$ cat config.mk
export PLATFORM = sky130hd
export DESIGN_NAME = rch_mul
export DESIGN_NICKNAME = d
export VERILOG_FILES = /design/src/hdl/rch_pkg.sv /design/src/hdl/rch_mul.sv
export SDC_FILE = /design/constraint.sdc
export NUM_CORES = 2
export LEC_CHECK = 0
export BUFFER_PORTS_ARGS = -buffer_cell sky130_fd_sc_hd__buf_2
export CORE_ASPECT_RATIO = 1.5
export CORE_MARGIN = 1.5
export CORE_UTILIZATION = 65
export CTS_BUF_LIST = sky130_fd_sc_hd__clkbuf_4
export DETAILED_ROUTE_END_ITERATION = 12
export PLACE_DENSITY = 0.95
export SLEW_MARGIN = 10
export SYNTH_ARGS = -nofsm -noshare
export SYNTH_HDL_FRONTEND = slang
export SYNTH_SLANG_ARGS = --single-unit
$ cat constraint.sdc
create_clock -name clk_i -period 18.5 [get_ports clk_i]
set_input_delay 3.7 -clock clk_i [delete_from_list [all_inputs] [get_ports clk_i]]
set_output_delay 3.7 -clock clk_i [all_outputs]
set_load 0.02 [all_outputs]
$ cat src/hdl/rch_pkg.sv
// shared types, constants and codes of the ray closest-hit block
package rch_pkg;

  // fixed point format and scene size
  localparam int FRAC_BITS = 16;
  localparam int SLOTS     = 4;
  localparam int SLOT_W    = 2;

  // shared multiplier: MUL_W x MUL_W magnitude product, MUL_CH bits of b per pass
  localparam int MUL_W  = 36;
  localparam int MUL_CH = 18;
  localparam int PROD_W = 2 * MUL_W;

  // shift-subtract unit: one quotient or root bit per step
  localparam int SS_STEPS = 32;
  localparam int SS_REM_W = 37;
  localparam int SS_SRC_W = 64;

  // command codes of the input word
  localparam logic [1:0] CMD_LOAD_SPHERE = 2'd0;
  localparam logic [1:0] CMD_LOAD_PLANE  = 2'd1;
  localparam logic [1:0] CMD_CAST        = 2'd2;

  // configuration register indexes
  localparam logic CFG_MAX_DIST  = 1'b0;
  localparam logic CFG_PLANE_EPS = 1'b1;

  // request to the shared multiplier
  typedef struct packed {
    logic             start;
    logic [MUL_W-1:0] a;
    logic [MUL_W-1:0] b;
  } mul_req_t;

  // request to the shift-subtract unit (divide or square root)
  typedef struct packed {
    logic                start;
    logic                sqrt;
    logic [SS_REM_W-1:0] rem_init;
    logic [SS_SRC_W-1:0] src;
    logic [MUL_W-1:0]    den;
  } ss_req_t;

endpackage

$ cat src/hdl/rch_mul.sv
// shared magnitude multiplier, two partial products of b per operation
module rch_mul (
  input  logic                      clk_i,
  input  logic                      rst_ni,
  input  rch_pkg::mul_req_t         req_i,
  output logic                      done_o,
  output logic [rch_pkg::PROD_W-1:0] prod_o
);

  localparam int PP_W = rch_pkg::MUL_W + rch_pkg::MUL_CH;

  typedef enum logic [3:0] {
    MS_IDLE = 4'b0001,
    MS_LO   = 4'b0010,
    MS_HI   = 4'b0100,
    MS_ACC  = 4'b1000
  } mul_state_e;

  mul_state_e                  state_q;
  logic                        done_q;
  logic [rch_pkg::MUL_W-1:0]   a_q;
  logic [rch_pkg::MUL_W-1:0]   b_q;
  logic [PP_W-1:0]             pp_q;
  logic [PP_W-1:0]             pp_d;
  logic [rch_pkg::MUL_CH-1:0]  chunk;
  logic [rch_pkg::PROD_W-1:0]  prod_q;

  // pick the half of b for this pass
  always_comb begin
    chunk = (state_q == MS_LO) ? b_q[rch_pkg::MUL_CH-1:0]
                               : b_q[rch_pkg::MUL_W-1:rch_pkg::MUL_CH];
    pp_d  = PP_W'(a_q) * PP_W'(chunk);
  end

  // sequencing of the passes
  always_ff @(posedge clk_i or negedge rst_ni) begin
    if (!rst_ni) begin
      state_q <= MS_IDLE;
      done_q  <= 1'b0;
    end else begin
      done_q <= (state_q == MS_ACC);
      case (state_q)
        MS_IDLE: if (req_i.start) state_q <= MS_LO;
        MS_LO:   state_q <= MS_HI;
        MS_HI:   state_q <= MS_ACC;
        MS_ACC:  state_q <= MS_IDLE;
        default: state_q <= MS_IDLE;
      endcase
    end
  end

  // operands, partial product and sum
  always_ff @(posedge clk_i) begin
    case (state_q)
      MS_IDLE: begin
        if (req_i.start) begin
          a_q <= req_i.a;
          b_q <= req_i.b;
        end
      end
      MS_LO: pp_q <= pp_d;
      MS_HI: begin
        pp_q   <= pp_d;
        prod_q <= {{rch_pkg::MUL_CH{1'b0}}, pp_q};
      end
      MS_ACC: prod_q <= prod_q + {pp_q, {rch_pkg::MUL_CH{1'b0}}};
      default: pp_q <= pp_q;
    endcase
  end

  assign done_o = done_q;
  assign prod_o = prod_q;

endmodule

After elaboration in Yosys (flattened, before gate mapping)
Index checks and enable logic that the tools add are counted.
- word-level logic and storage cells: 20
- ROM bits: 0
- register bits after elaboration: 203
- bits in latches: 0
- bits of input ports: 75
- bits in writable memories: 0
- output and inout bits: 73
- memories kept: 0
- order comparisons: 0
- bitwise operators: 0
- shift operators: 0
- multiplexer cells: 4
- add/sub/neg operators: 1
- reduce and logical (&&, ||, !) cells: 3
- multipliers: 1
- div/mod/pow operators: 0
- eq/ne operators: 5
- operators with widths (operator ; number):
    72-bit case mux with 2 select lines ; 1
    72-bit adder ; 1
    36-bit by 18-bit multiplier with 54-bit output ; 1
    18-bit 2-to-1 mux ; 1
    4-bit case mux with 3 select lines ; 1
    4-bit by 1-bit == test with 1-bit output (second input constant) ; 1
    4-bit by 2-bit == test with 1-bit output (second input constant) ; 1
    4-bit by 3-bit == test with 1-bit output (second input constant) ; 1
    4-bit == test (second input constant) ; 1
    4-bit 2-to-1 mux ; 1
    2-bit != test (second input constant) ; 1
    2-bit AND reduction ; 1
    2-bit nonzero test ; 1
    2-bit OR reduction ; 1

Depth between registers and ports, before layout
- depth in word-level cells: 3
- mapped depth: 27
- depth with buffers taken out: 25

Worst setup path after synthesis
OpenSTA, ideal clock, no wires.
- kind: input port to flip-flop
- start: input req_i[72] in the netlist's numbering
- end: register a_q[0] in the netlist's numbering, enable pin
- stages: 2
- required time: 17.817 ns
- path buffers: 0
- arrival: 10.629 ns
- library setup time: 0.683 ns
- slack: 7.188 ns
- cells stage by stage: nand2_1 nor4_1
- longest elaborated chain between the ends: 1
- RTL lines (what ; line ; RTL):
    start: declaration ; rch_mul.sv:5 ; input rch_pkg::mul_req_t req_i,
    2-bit AND reduction (no line) ; -- ;
    end signal: assignment ; rch_mul.sv:57 ; a_q <= req_i.a;
    end: declaration ; rch_mul.sv:21 ; logic [rch_pkg::MUL_W-1:0] a_q;
Every way passes these cells.
A chain may end at the register's enable or synchronous reset.

Worst setup path in the final report
- start: register state_q[3]
- end: register pp_q[50] (data pin)
- longest elaborated chain between the ends: 3
- RTL lines (what ; line ; RTL):
    start: declaration ; rch_mul.sv:19 ; mul_state_e state_q;
    start signal: assignment ; rch_mul.sv:38 ; state_q <= MS_IDLE;
    start signal: assignment ; rch_mul.sv:43 ; MS_IDLE: if (req_i.start) state_q <= MS_LO;
    start signal: assignment ; rch_mul.sv:44 ; MS_LO: state_q <= MS_HI;
    4-bit by 2-bit == test with 1-bit output ; rch_mul.sv:30 ; chunk = (state_q == MS_LO) ? b_q[rch_pkg::MUL_CH-1:0]
    18-bit 2-to-1 mux ; rch_mul.sv:30 ;
    36-bit by 18-bit multiplier with 54-bit output ; rch_mul.sv:32 ; pp_d = PP_W'(a_q) * PP_W'(chunk);
    via pp_d[50] ; rch_mul.sv:24 ; logic [PP_W-1:0] pp_d;
    end signal: assignment ; rch_mul.sv:61 ; MS_LO: pp_q <= pp_d;
    end signal: assignment ; rch_mul.sv:63 ; pp_q <= pp_d;
    end signal: assignment ; rch_mul.sv:67 ; default: pp_q <= pp_q;
    end: declaration ; rch_mul.sv:23 ; logic [PP_W-1:0] pp_q;
The timed path passes the listed nets, and every way through them passes these cells.

==> run_results.csv <==
group,metric,value,unit
final_layout,multi_input_area,21380,um2
final_layout,layout_commonest_cell,"inv_1",
global_routing,grt_pass1_vias,26613,
routing,drtIter0Drc,2451,
clocking,clock_latency,0.81,ns
global_routing,overflow,0,
final_layout,nets,4046,
global_routing,grt_usage,0.3706,
final_layout,mostFrequentLayoutCells,"inv_1, fa_1, nand2_1",
place,port_buffers,147,
global_routing,grt_first_pass_wirelength,134000,um
timing,slew_viol_final,0,
place,dp_hpwl,64370,um
synth,synth-seq-cells,203,
clocking,cts_tree,"built",
routing,wl_per_cell,21.94,um
setup_path,end_kind,"register",
synth,ys.flop_type,"edfxtp_1",
final_layout,area_growth,5.601,%
synth,synthArstFlopShare,0.02463,
clocking,hold_buffers,0,
clocking,cts-root-buf,"clkbuf_4",
synth,yosysSeqAreaShare,0.2002,
synth,synth_top_area_share,0.3597,
setup_path,crit_arrival,8.90,ns
synth,netlist_instances,3186,
clocking,clk_pin_slew_worst_paths,0.07,ns
synth,synth_area_leaders,"fa_1, edfxtp_1, inv_1",
timing,period_share,0.4521,
timing,report.final.setup_viol,0,
timing,fin_worst_skew,0.05865,ns
final_layout,drive_gt1_frac,0.08731,
timing,fin_ws,10.14,ns
timing,max_freq,0.1196,GHz
timing,hold_violations,0,
timing,min_period,8.364,ns
synth,syn_nets,3987,
job,drv_cap,0,
die,die_area,48000,um2
clocking,cts_buffers,51,
timing,grt_setup_unrepaired,"no",
final_layout,fillers,3118,
status,status,"finished, final reports clean",
routing,ant_nets,0,
synth,synth-edff-count,198,
setup_path,required,19.04,ns
synth,yosys_warnings,0,
timing,timing.slew.headroom,0.2975,
synth,synth_cell_types,75,
global_routing,antenna_found_initial,2,
die,die_h,267.6,um
routing,drc,0,
synth,syn_area_per_cell,9.521,um2
routing,viasPerCell,6.204,
clocking,htree_num_levels,2,
clocking,cts_resized,0,
hold_path,worstHoldPathType,"reg2reg",
synth,synth_area,30340,um2
routing,wirelength,85070,um
synth,synth_top_cell_by_area,"fa_1",
clocking,clock-sinks,203,
die,start_util,0.6611,
timing,tightest_slew,1.054,ns
timing,fin_setup_tns,0,ns
place,routabilityCongestion,0.9590,
routing,via_count,24054,
final_layout,utilization,0.6982,
die,die-width,179.4,um
clocking,postCtsSetupBuffers,0,
setup_path,worstSetupPathType,"reg2reg",
die,pin_count,148,
clocking,cts_buffer_depth,3,
global_routing,grt_max_degree,103,
setup_path,cp-start-kind,"register",
place,dp_slack,10.31,ns
die,core,45880,um2
setup_path,path_max_fanout,36,
routing,drtPass1Iterations,7,
final_layout,seqCellArea,6072,um2
die,std_cell_rows,96,
layer usage:
metal,up-vias,track usage,part of all wire
met5,-,0,0
met1,11496,0.3929,0.31
met3,727,0.09114,0.10
li1,10043,-,-
met2,1788,0.6239,0.49
met4,0,0.2928,0.096
sequential cells by signal, summed over array words and instances, names as in the netlist:
register and cells:
b_q 36, state_q 4, prod_o 72, a_q 36, done_o 1, pp_q 54
metrics by stage:
stage          instances  area (um2)  hold slack (ns)
2_1_floorplan       3186       30340           0.4719
3_3_place_gp        3780       31340           0.5329
3_5_place_dp        3780       31340           0.5750
4_1_cts             3875       32030           0.5914
5_1_grt             3876       32030           0.6178
6_report            3877       32030           0.5816
cells by family after synthesis:
group	share of synthesized area
AOI/OAI and AO/OA	0.07775
xor gates and xnor gates	0.02714
adders and majority gates	0.4343
buffers and inverters	0.09573
DFF	0.2002
muxes	0.007012
and+or+nand+nor	0.1579
Yosys cell counts, types with 7 or more instances:
library cell / instances
inv_1: 612
a21oi_1: 114
o21a_1: 7
fa_1: 545
nand3_1: 30
nand4_1: 32
edfxtp_1: 198
a31oi_1: 15
nor3_1: 20
nor2b_1: 10
mux2_2: 18
and2_1: 287
o21ai_0: 90
clkbuf_1: 141
nor2_1: 71
nand2_1: 507
buf_1: 8
a21o_1: 50
xor2_1: 41
xnor2_1: 53
a211oi_1: 9
nand2b_1: 15
o21bai_1: 16
o211ai_1: 9
and3_1: 7
ha_1: 181
critical path, cell delays in order, from the launching register on:
cell and delay, ns:
dfrtp_1 0.46, nor4b_2 0.34, buf_4 0.41, mux2_2 0.85
nand2_1 0.22, fa_1 0.56, fa_1 0.49, fa_1 0.56
inv_1 0.06, fa_1 0.51, fa_1 0.50, inv_1 0.06
fa_1 0.50, inv_1 0.05, ha_1 0.39, a21oi_1 0.28
o21ai_0 0.14, a221o_1 0.37, a21o_1 0.20, nor2_1 0.13
a21oi_2 0.10, a211oi_1 0.56, o41ai_2 0.20, xor2_1 0.17
final timing paths:
path	startpoint	to	slack (ns)	cells after the start
setup / recovery	state_q[3]	pp_q[50]	10.14	23
max in group asynchronous	rst_ni	state_q[0]	15.52	1
hold / removal	state_q[2]	state_q[1]	0.58	1
hold reg to reg	state_q[2]	state_q[1]	0.58	1
min in group asynchronous	rst_ni	done_o	2.72	1
setup reg to reg	state_q[3]	pp_q[50]	10.14	23
cell type report:
type	instances	area share
timing repair buffer	162	0.02648
tap	588	0.02297
sequential	203	0.1895
clock inverter	26	0.005390
clock buffer	69	0.01617
multi-input combinational	2214	0.6675
antenna	2	0.0001562
inverter	613	0.07183
Power is left out: the tool's default activity adds up to more than one toggle a clock period on the data nets, which glitch-free logic cannot reach.
