$ cat src/hdl/rch_pkg.sv
// shared types, constants and codes of the ray closest-hit block
package rch_pkg;

  // fixed point format and scene size
  localparam int FRAC_BITS = 16;
  localparam int SLOTS     = 4;
  localparam int SLOT_W    = 2;

  // shared multiplier: MUL_W x MUL_W magnitude product, MUL_CH bits of b per pass
  localparam int MUL_W  = 36;
  localparam int MUL_CH = 18;
  localparam int PROD_W = 2 * MUL_W;

  // shift-subtract unit: one quotient or root bit per step
  localparam int SS_STEPS = 32;
  localparam int SS_REM_W = 37;
  localparam int SS_SRC_W = 64;

  // command codes of the input word
  localparam logic [1:0] CMD_LOAD_SPHERE = 2'd0;
  localparam logic [1:0] CMD_LOAD_PLANE  = 2'd1;
  localparam logic [1:0] CMD_CAST        = 2'd2;

  // configuration register indexes
  localparam logic CFG_MAX_DIST  = 1'b0;
  localparam logic CFG_PLANE_EPS = 1'b1;

  // request to the shared multiplier
  typedef struct packed {
    logic             start;
    logic [MUL_W-1:0] a;
    logic [MUL_W-1:0] b;
  } mul_req_t;

  // request to the shift-subtract unit (divide or square root)
  typedef struct packed {
    logic                start;
    logic                sqrt;
    logic [SS_REM_W-1:0] rem_init;
    logic [SS_SRC_W-1:0] src;
    logic [MUL_W-1:0]    den;
  } ss_req_t;

endpackage

$ cat src/hdl/rch_shsub.sv
// shift-subtract unit: restoring divide or integer square root, one bit per cycle
module rch_shsub (
  input  logic              clk_i,
  input  logic              rst_ni,
  input  rch_pkg::ss_req_t  req_i,
  output logic              done_o,
  output logic [31:0]       q_o
);

  localparam int CAND_W = rch_pkg::SS_REM_W + 1;

  logic                          busy_q;
  logic                          done_q;
  logic [4:0]                    cnt_q;
  logic                          sqrt_q;
  logic [rch_pkg::SS_REM_W-1:0]  rem_q;
  logic [31:0]                   q_q;
  logic [rch_pkg::SS_SRC_W-1:0]  src_q;
  logic [rch_pkg::MUL_W-1:0]     den_q;
  logic [CAND_W-1:0]             cand;
  logic [CAND_W-1:0]             sub;
  logic [CAND_W-1:0]             diff;
  logic                          ge;

  // one step: bring down bits, trial subtract
  always_comb begin
    if (sqrt_q) begin
      cand = {rem_q[rch_pkg::SS_REM_W-2:0], src_q[rch_pkg::SS_SRC_W-1 -: 2]};
      sub  = CAND_W'({q_q, 2'b01});
    end else begin
      cand = {rem_q, src_q[rch_pkg::SS_SRC_W-1]};
      sub  = CAND_W'(den_q);
    end
    ge   = (cand >= sub);
    diff = cand - sub;
  end

  // step counter
  always_ff @(posedge clk_i or negedge rst_ni) begin
    if (!rst_ni) begin
      busy_q <= 1'b0;
      done_q <= 1'b0;
      cnt_q  <= '0;
    end else begin
      done_q <= busy_q && (cnt_q == 5'(rch_pkg::SS_STEPS - 1));
      if (!busy_q) begin
        if (req_i.start) begin
          busy_q <= 1'b1;
          cnt_q  <= '0;
        end
      end else begin
        cnt_q <= cnt_q + 5'd1;
        if (cnt_q == 5'(rch_pkg::SS_STEPS - 1)) busy_q <= 1'b0;
      end
    end
  end

  // remainder, result and source bits
  always_ff @(posedge clk_i) begin
    if (!busy_q) begin
      if (req_i.start) begin
        sqrt_q <= req_i.sqrt;
        rem_q  <= req_i.rem_init;
        src_q  <= req_i.src;
        den_q  <= req_i.den;
        q_q    <= '0;
      end
    end else begin
      rem_q <= ge ? diff[rch_pkg::SS_REM_W-1:0] : cand[rch_pkg::SS_REM_W-1:0];
      q_q   <= {q_q[30:0], ge};
      src_q <= sqrt_q ? {src_q[rch_pkg::SS_SRC_W-3:0], 2'b00}
                      : {src_q[rch_pkg::SS_SRC_W-2:0], 1'b0};
    end
  end

  assign done_o = done_q;
  assign q_o    = q_q;

endmodule

$ cat config.mk
export PLATFORM = sky130hd
export DESIGN_NAME = rch_shsub
export DESIGN_NICKNAME = d
export VERILOG_FILES = /design/src/hdl/rch_pkg.sv /design/src/hdl/rch_shsub.sv
export SDC_FILE = /design/constraint.sdc
export NUM_CORES = 1
export LEC_CHECK = 0
export BUFFER_PORTS_ARGS = -buffer_cell sky130_fd_sc_hd__buf_4
export CORE_MARGIN = 3
export CORE_UTILIZATION = 58
export CTS_CLUSTER_SIZE = 30
export DETAILED_ROUTE_END_ITERATION = 7
export PLACE_DENSITY = 0.83
export SLEW_MARGIN = 0
export SYNTH_ARGS = -nofsm -noshare
export SYNTH_HDL_FRONTEND = slang
export SYNTH_SLANG_ARGS = --single-unit
$ cat constraint.sdc
create_clock -name clk_i -period 5.1 [get_ports clk_i]
set_input_delay 0.51 -clock clk_i [delete_from_list [all_inputs] [get_ports clk_i]]
set_output_delay 0.51 -clock clk_i [all_outputs]
set_load 0.1 [all_outputs]
After elaboration in Yosys (flattened, before gate mapping)
Index checks and enable logic that the tools add are counted.
{ "word_totals": {"elab_cells": 31, "output_inout_bits": 33, "register_bits": 177, "inputBits": 141} }
{ "op_classes": {"order_cmp": 1, "bitwise": 1, "reduce_logical": 3, "eq_ne": 1, "muxes": 15, "n_addsub": 2} }
{ "op_table": {"columns": ["cell", "count"], "rows": [
  ["64-bit two-way mux", 3],
  ["37-bit two-way mux", 3],
  ["32-bit two-way mux", 2],
  ["38-bit by 36-bit greater-or-equal comparator with 1-bit output", 1],
  ["38-bit two-way mux", 1],
  ["37-bit subtractor", 1],
  ["36-bit two-way mux", 1],
  ["5-bit two-way mux", 2],
  ["5-bit by 1-bit adder with 5-bit output, second input constant", 1],
  ["5-bit == test, second input constant", 1],
  ["1-bit two-way mux", 3],
  ["2-bit AND reduction", 1],
  ["2-bit nonzero test", 1],
  ["1-bit logical AND", 1],
  ["1-bit NOT", 1]
]} }

Logic depth before layout (Yosys ltp)
{ "logic_depth": {"ltp_word": 4, "ltp_mapped": 17, "ltp_nobuf": 11} }

Worst setup path before layout
Ideal clock, no wire load.
{ "synth_path": {"path_type": "register to register", "startpoint": "register sqrt_q", "endpoint": "register rem_q[18] in the netlist's numbering (data pin)", "path_stages_with_launch": 16, "setup_time_ns": 0.256, "setup_slack_ns": 0.813, "t_required_ns": 4.844, "n_path_buf": 5, "period_less_slack_ns": 4.287, "arrival_time_ns": 4.031, "path_cell_list": "edfxtp_1 -> buf_2 -> buf_2 -> clkbuf_1 -> buf_1 -> mux2i_1 -> ha_1 -> a21o_1 -> a21oi_2 -> o21ai_1 -> a2111oi_4 -> nor4b_4 -> or2_1 -> buf_4 -> o21a_1 -> a22o_1"} }
{ "synth_via": {"elab_chain_len": 4, "elab_cells_between_ends": 6, "classes_between": "add/sub: 1; order compare: 1; mux: 4"} }
{ "synth_rtl": {"columns": ["item", "line", "rtl"], "rows": [
  ["start: declaration", "rch_shsub.sv:15", "logic sqrt_q;"],
  ["start signal: assignment", "rch_shsub.sv:62", "sqrt_q <= req_i.sqrt;"],
  ["38-bit two-way mux / 36-bit two-way mux (equally long branches)", "rch_shsub.sv:27", "if (sqrt_q) begin"],
  ["37-bit subtractor / 38-bit by 36-bit greater-or-equal comparator with 1-bit output (equally long branches)", "rch_shsub.sv:35, rch_shsub.sv:34", null],
  ["37-bit two-way mux *", "rch_shsub.sv:69", "rem_q <= ge ? diff[rch_pkg::SS_REM_W-1:0] : cand[rch_pkg::SS_REM_W-1:0];"],
  ["37-bit two-way mux *", "rch_shsub.sv:60", "if (!busy_q) begin"],
  ["end signal: assignment", "rch_shsub.sv:63", "rem_q <= req_i.rem_init;"],
  ["end signal: assignment", "rch_shsub.sv:69", null],
  ["end: declaration", "rch_shsub.sv:16", "logic [rch_pkg::SS_REM_W-1:0] rem_q;"]
]} }
Every way passes the cells marked *; elsewhere a longest branch is shown, timed or not.
A chain may end at the register's enable or synchronous reset.

Worst setup path after layout
{ "layout_path": {"startpoint": "register sqrt_q", "endpoint": "register rem_q[30] in the netlist's numbering (data pin)"} }
The elaborated chain is that of the path after synthesis.

==> impl_table.tex <==
\begin{tabular}{lr}
\hline
Metric & Value \\
\hline
\multicolumn{2}{l}{\textbf{Placed design}} \\
\quad Placed Instances & 1344 \\
\quad Standard cell area after detailed placement & 0.0121 mm2 \\
\quad Worst setup timing slack at the placement stage & 0.726 ns \\
\quad Final weighted congestion of routability-driven global placement & 0.889 \\
\quad Buffers added on ports & 173 \\
\quad Estimated wirelength of the detail-placed design & 17.3 mm \\
\multicolumn{2}{l}{\textbf{Hold path}} \\
\quad Worst hold path class & in -> reg \\
\multicolumn{2}{l}{\textbf{Routing}} \\
\quad Detailed router's first-iteration violation count & 675 \\
\quad Number of remaining DRC errors & 0 \\
\quad Total routed wirelength & 24.3 mm \\
\quad Router iterations before antenna repair & 5 \\
\quad Post-detailed-route via-to-cell ratio & 5.92 \\
\quad Routed wire length per instance & 17.6 um \\
\quad Via count of the routed design & 8158 \\
\quad Number of nets with antenna violations after detailed routing & 0 \\
\multicolumn{2}{l}{\textbf{Clock tree}} \\
\quad Clock tree buffer depth & 2 \\
\quad Buffer count from post-CTS setup fixing & 0 \\
\quad TritonCTS clock tree & done \\
\quad Number of hold buffers added after CTS & 1 \\
\quad CTS Root Cell & sky130\_fd\_sc\_hd\_\_clkbuf\_16 \\
\quad CTS H-Tree Depth & 4 \\
\quad Clock-pin slew on the worst setup and hold paths & 0.07 ns \\
\quad Number of instances resized during post-cts repair & 0 \\
\quad Clock latency at the later pin of the worst-skew pair & 0.42 ns \\
\quad Number of CTS-inserted buffers & 17 \\
\quad Clk sink count & 177 \\
\multicolumn{2}{l}{\textbf{Pwr}} \\
\quad Relative contribution of sequential cells to total power & 31.1\% \\
\quad Leakage power summed over all cells & 5.28 nW \\
\quad Worst-case vdd ir drop & 463 uV \\
\quad Part of the total power dissipated in the clock network & 13.6\% \\
\quad Switching share of total power & 44.2\% \\
\quad Total power after layout & 9.29 mW \\
\quad Total net switching power & 4.11 mW \\
\quad Design internal power & 5.18 mW \\
\quad Logic pwr share & 55.3\% \\
\quad Power density over the cells & 735 mW/mm2 \\
\multicolumn{2}{l}{\textbf{Timing}} \\
\quad Unrepaired setup endpoints after global routing & false \\
\quad Number of failing setup endpoints in the final timing report & 0 \\
\quad Setup clock skew after layout & 0.0108 ns \\
\quad Final worst path period need & 4.42 ns \\
\quad Final worst-path cycle share & 86.7\% \\
\quad F\_max & 226 MHz \\
\quad Final worst slack & 0.681 ns \\
\quad Slew at the pin with the worst max-slew slack & 1.15 ns \\
\quad Final hold violations & 0 \\
\quad Summed negative setup slack over all endpoints & 0 ns \\
\quad Remaining max-slew budget at the tightest pin & 23.4\% \\
\quad Final slew viol count & 0 \\
\quad Hold WS & 0.256 ns \\
\multicolumn{2}{l}{\textbf{Logic synthesis}} \\
\quad Top FF cell, synth & sky130\_fd\_sc\_hd\_\_edfxtp\_1 \\
\quad Synth unique cells & 65 \\
\quad Register bit total from synthesis & 177 \\
\quad Sequential cell area fraction in the yosys report & 49.8\% \\
\quad Post-synthesis area per instance & 10.7 um2 \\
\quad Synth Instances & 991 \\
\quad Mapped Area & 0.0106 mm2 \\
\quad Count of flip-flops with a built-in enable after synthesis & 170 \\
\quad Number of nets produced by synthesis & 1171 \\
\quad Synthesis warning total & 0 \\
\quad Ys async rst share & 3.95\% \\
\multicolumn{2}{l}{\textbf{Cells and area}} \\
\quad Fin util & 71.8\% \\
\quad Post-layout net count & 1319 \\
\quad Post-route design area & 0.0126 mm2 \\
\quad Layout filler cell count & 1285 \\
\quad Synth-to-layout area growth & 19.1\% \\
\quad Fraction of final layout cells sized beyond drive strength 1 & 22.9\% \\
\quad Post-Layout Cell Count & 1377 \\
\quad Number of diodes & 0 \\
\multicolumn{2}{l}{\textbf{Global routing}} \\
\quad Vias in the first global route & 7994 \\
\quad Pin count of the biggest net entering global routing & 118 \\
\quad Tot GR Track Use & 24.4\% \\
\quad First-pass GRT wire length & 39.5 mm \\
\quad Initial antenna violation count & 0 \\
\quad GRT Residual Overflow & 0 \\
\multicolumn{2}{l}{\textbf{Floorplanning}} \\
\quad Core Area & 0.0176 mm2 \\
\quad Die footprint & 0.0199 mm2 \\
\quad Initial core utilization & 60.3\% \\
\quad Top-level I/O count & 174 \\
\quad Floorplan die width & 141 um \\
\quad Floorplan die height & 141 um \\
\quad Placement row count & 48 \\
\multicolumn{2}{l}{\textbf{Setup path}} \\
\quad Worst-path fanout max & 31 \\
\quad Setup slack of the most critical reg-to-reg path & 0.68 ns \\
\quad Reg-to-reg endpoint & rem\_q[30]\$\_DFFE\_PP\_ \\
\quad Worst reg2reg path depth & 12 \\
\quad Reg2Reg Launch Point & sqrt\_q\$\_DFFE\_PP\_ \\
\quad Kind of start point of the critical path & flop \\
\quad Arrival time reported for the critical path endpoint & 4.58 ns \\
\quad Start point of the critical path & sqrt\_q\$\_DFFE\_PP\_ \\
\quad Crit path to & rem\_q[30]\$\_DFFE\_PP\_ \\
\quad Crit path capture type & flop \\
\quad Critical path type & reg -> reg \\
\quad Endpoint required time on the critical path & 5.26 ns \\
\multicolumn{2}{l}{\textbf{Run status}} \\
\quad Result of the run & finished clean \\
\multicolumn{2}{l}{\textbf{Job}} \\
\quad Total of max-cap violations & 0 \\
\hline
\end{tabular}
==> cell usage in the layout, fill, tap and decap left out, types with 30 or more instances in the layout <==
master                     count
sky130_fd_sc_hd__ha_1         38
sky130_fd_sc_hd__edfxtp_1    170
sky130_fd_sc_hd__mux2_2       36
sky130_fd_sc_hd__mux2i_1      99
sky130_fd_sc_hd__a21oi_1      99
sky130_fd_sc_hd__nand2_1      82
sky130_fd_sc_hd__buf_4       184
sky130_fd_sc_hd__and2_1       34
sky130_fd_sc_hd__nor2_1      114
sky130_fd_sc_hd__o21ai_0      30
==> worst min-delay path by stage <==
stage               from             endpoint  slack (ns)  depth (start not counted)
6_report       req_i[28]  den_q[28]$_DFFE_PP_        0.26                          1
5_1_grt        req_i[32]  den_q[32]$_DFFE_PP_        0.24                          1
4_1_cts        req_i[30]  den_q[30]$_DFFE_PP_        0.24                          1
3_5_place_dp      rst_ni     busy_q$_DFF_PN0_        0.33                          1
3_3_place_gp      rst_ni     done_o$_DFF_PN0_        0.33                          1
2_1_floorplan     rst_ni     busy_q$_DFF_PN0_        0.21                          0
==> Yosys cell counts (5+ instances only) <==
library cell,count,area share [%]
sky130_fd_sc_hd__edfxtp_1,170,48
sky130_fd_sc_hd__nor2b_1,6,0.35
sky130_fd_sc_hd__o211ai_1,7,0.50
sky130_fd_sc_hd__mux2_2,36,3.8
sky130_fd_sc_hd__a31oi_1,25,1.5
sky130_fd_sc_hd__xnor2_1,18,1.5
sky130_fd_sc_hd__xor2_1,11,0.91
sky130_fd_sc_hd__nand3_1,13,0.61
sky130_fd_sc_hd__nand4_1,9,0.53
sky130_fd_sc_hd__inv_1,20,0.71
sky130_fd_sc_hd__nor3_1,12,0.57
sky130_fd_sc_hd__a21oi_1,99,4.7
sky130_fd_sc_hd__o21ai_0,30,1.4
sky130_fd_sc_hd__mux2i_1,99,9.3
sky130_fd_sc_hd__ha_1,38,4.5
sky130_fd_sc_hd__or3_1,5,0.29
sky130_fd_sc_hd__a21o_1,12,0.85
sky130_fd_sc_hd__buf_2,7,0.33
sky130_fd_sc_hd__buf_1,5,0.18
sky130_fd_sc_hd__clkbuf_1,39,1.4
sky130_fd_sc_hd__dfrtp_1,7,1.7
sky130_fd_sc_hd__a2bb2oi_1,8,0.66
sky130_fd_sc_hd__and2_1,34,2.0
sky130_fd_sc_hd__nor2_1,114,4.0
sky130_fd_sc_hd__o21a_1,10,0.71
sky130_fd_sc_hd__nand2_1,82,2.9
==> cell families (layout without fill, tap and decap cells) <==
logic type	Yosys count	in the layout	share of synthesized area, %
xor+xnor	29	29	2.39
mux	135	135	13.2
compound gates	234	234	13.8
flops	177	177	49.8
fa+ha+maj	39	39	4.67
simple gates	300	300	13.1
buf+inv	77	238	3.07
==> per-layer routing <==
layer / vias up / global-route usage, % / share of wire [%]
li1: 3979 / - / -
met1: 3889 / 35.0 / 45
met2: 263 / 38.4 / 47
met3: 27 / 3.70 / 5.5
met4: 0 / 7.75 / 1.8
met5: - / 0 / 0
==> registers in the layout (all words and copies together) (netlist names) <==
name	count
src_q	64
q_o	32
done_o	1
rem_q	37
den_q	36
busy_q	1
cnt_q	5
sqrt_q	1
==> power groups by stage <==
stage / registers [mW] / clock network [mW] / logic (mW)
after floorplan: 3.67 / 0 / 3.21
after global placement: 2.88 / 0 / 4.99
after detailed placement: 2.90 / 0 / 5.07
after CTS: 2.88 / 1.28 / 5.10
after global routing: 2.96 / 1.35 / 5.60
final: 2.88 / 1.27 / 5.13
==> area by class of cell <==
| type | instances | area, um2 | area share [%] |
|---|---|---|---|
| inverter | 20 | 77.6 | 0.614 |
| tap | 225 | 282 | 2.23 |
| clock inverter | 6 | 42.5 | 0.337 |
| sequential | 177 | 5280 | 41.8 |
| clock buffer | 26 | 522 | 4.13 |
| timing repair buffer | 186 | 1410 | 11.2 |
| multi-input combinational | 737 | 5010 | 39.7 |
==> critical path, cell delays in order (launching register included) <==
cell	delay, ns
sky130_fd_sc_hd__edfxtp_1	0.41
sky130_fd_sc_hd__buf_4	0.42
sky130_fd_sc_hd__mux2_2	0.40
sky130_fd_sc_hd__ha_1	0.41
sky130_fd_sc_hd__nand4_1	0.27
sky130_fd_sc_hd__or2_1	0.34
sky130_fd_sc_hd__nor4_1	0.30
sky130_fd_sc_hd__nand4_1	0.14
sky130_fd_sc_hd__o211ai_1	0.21
sky130_fd_sc_hd__or2_1	0.62
sky130_fd_sc_hd__buf_4	0.31
sky130_fd_sc_hd__a2bb2oi_1	0.19
sky130_fd_sc_hd__o21ai_0	0.10
No activity file was read; power rests on OpenSTA's default activity.
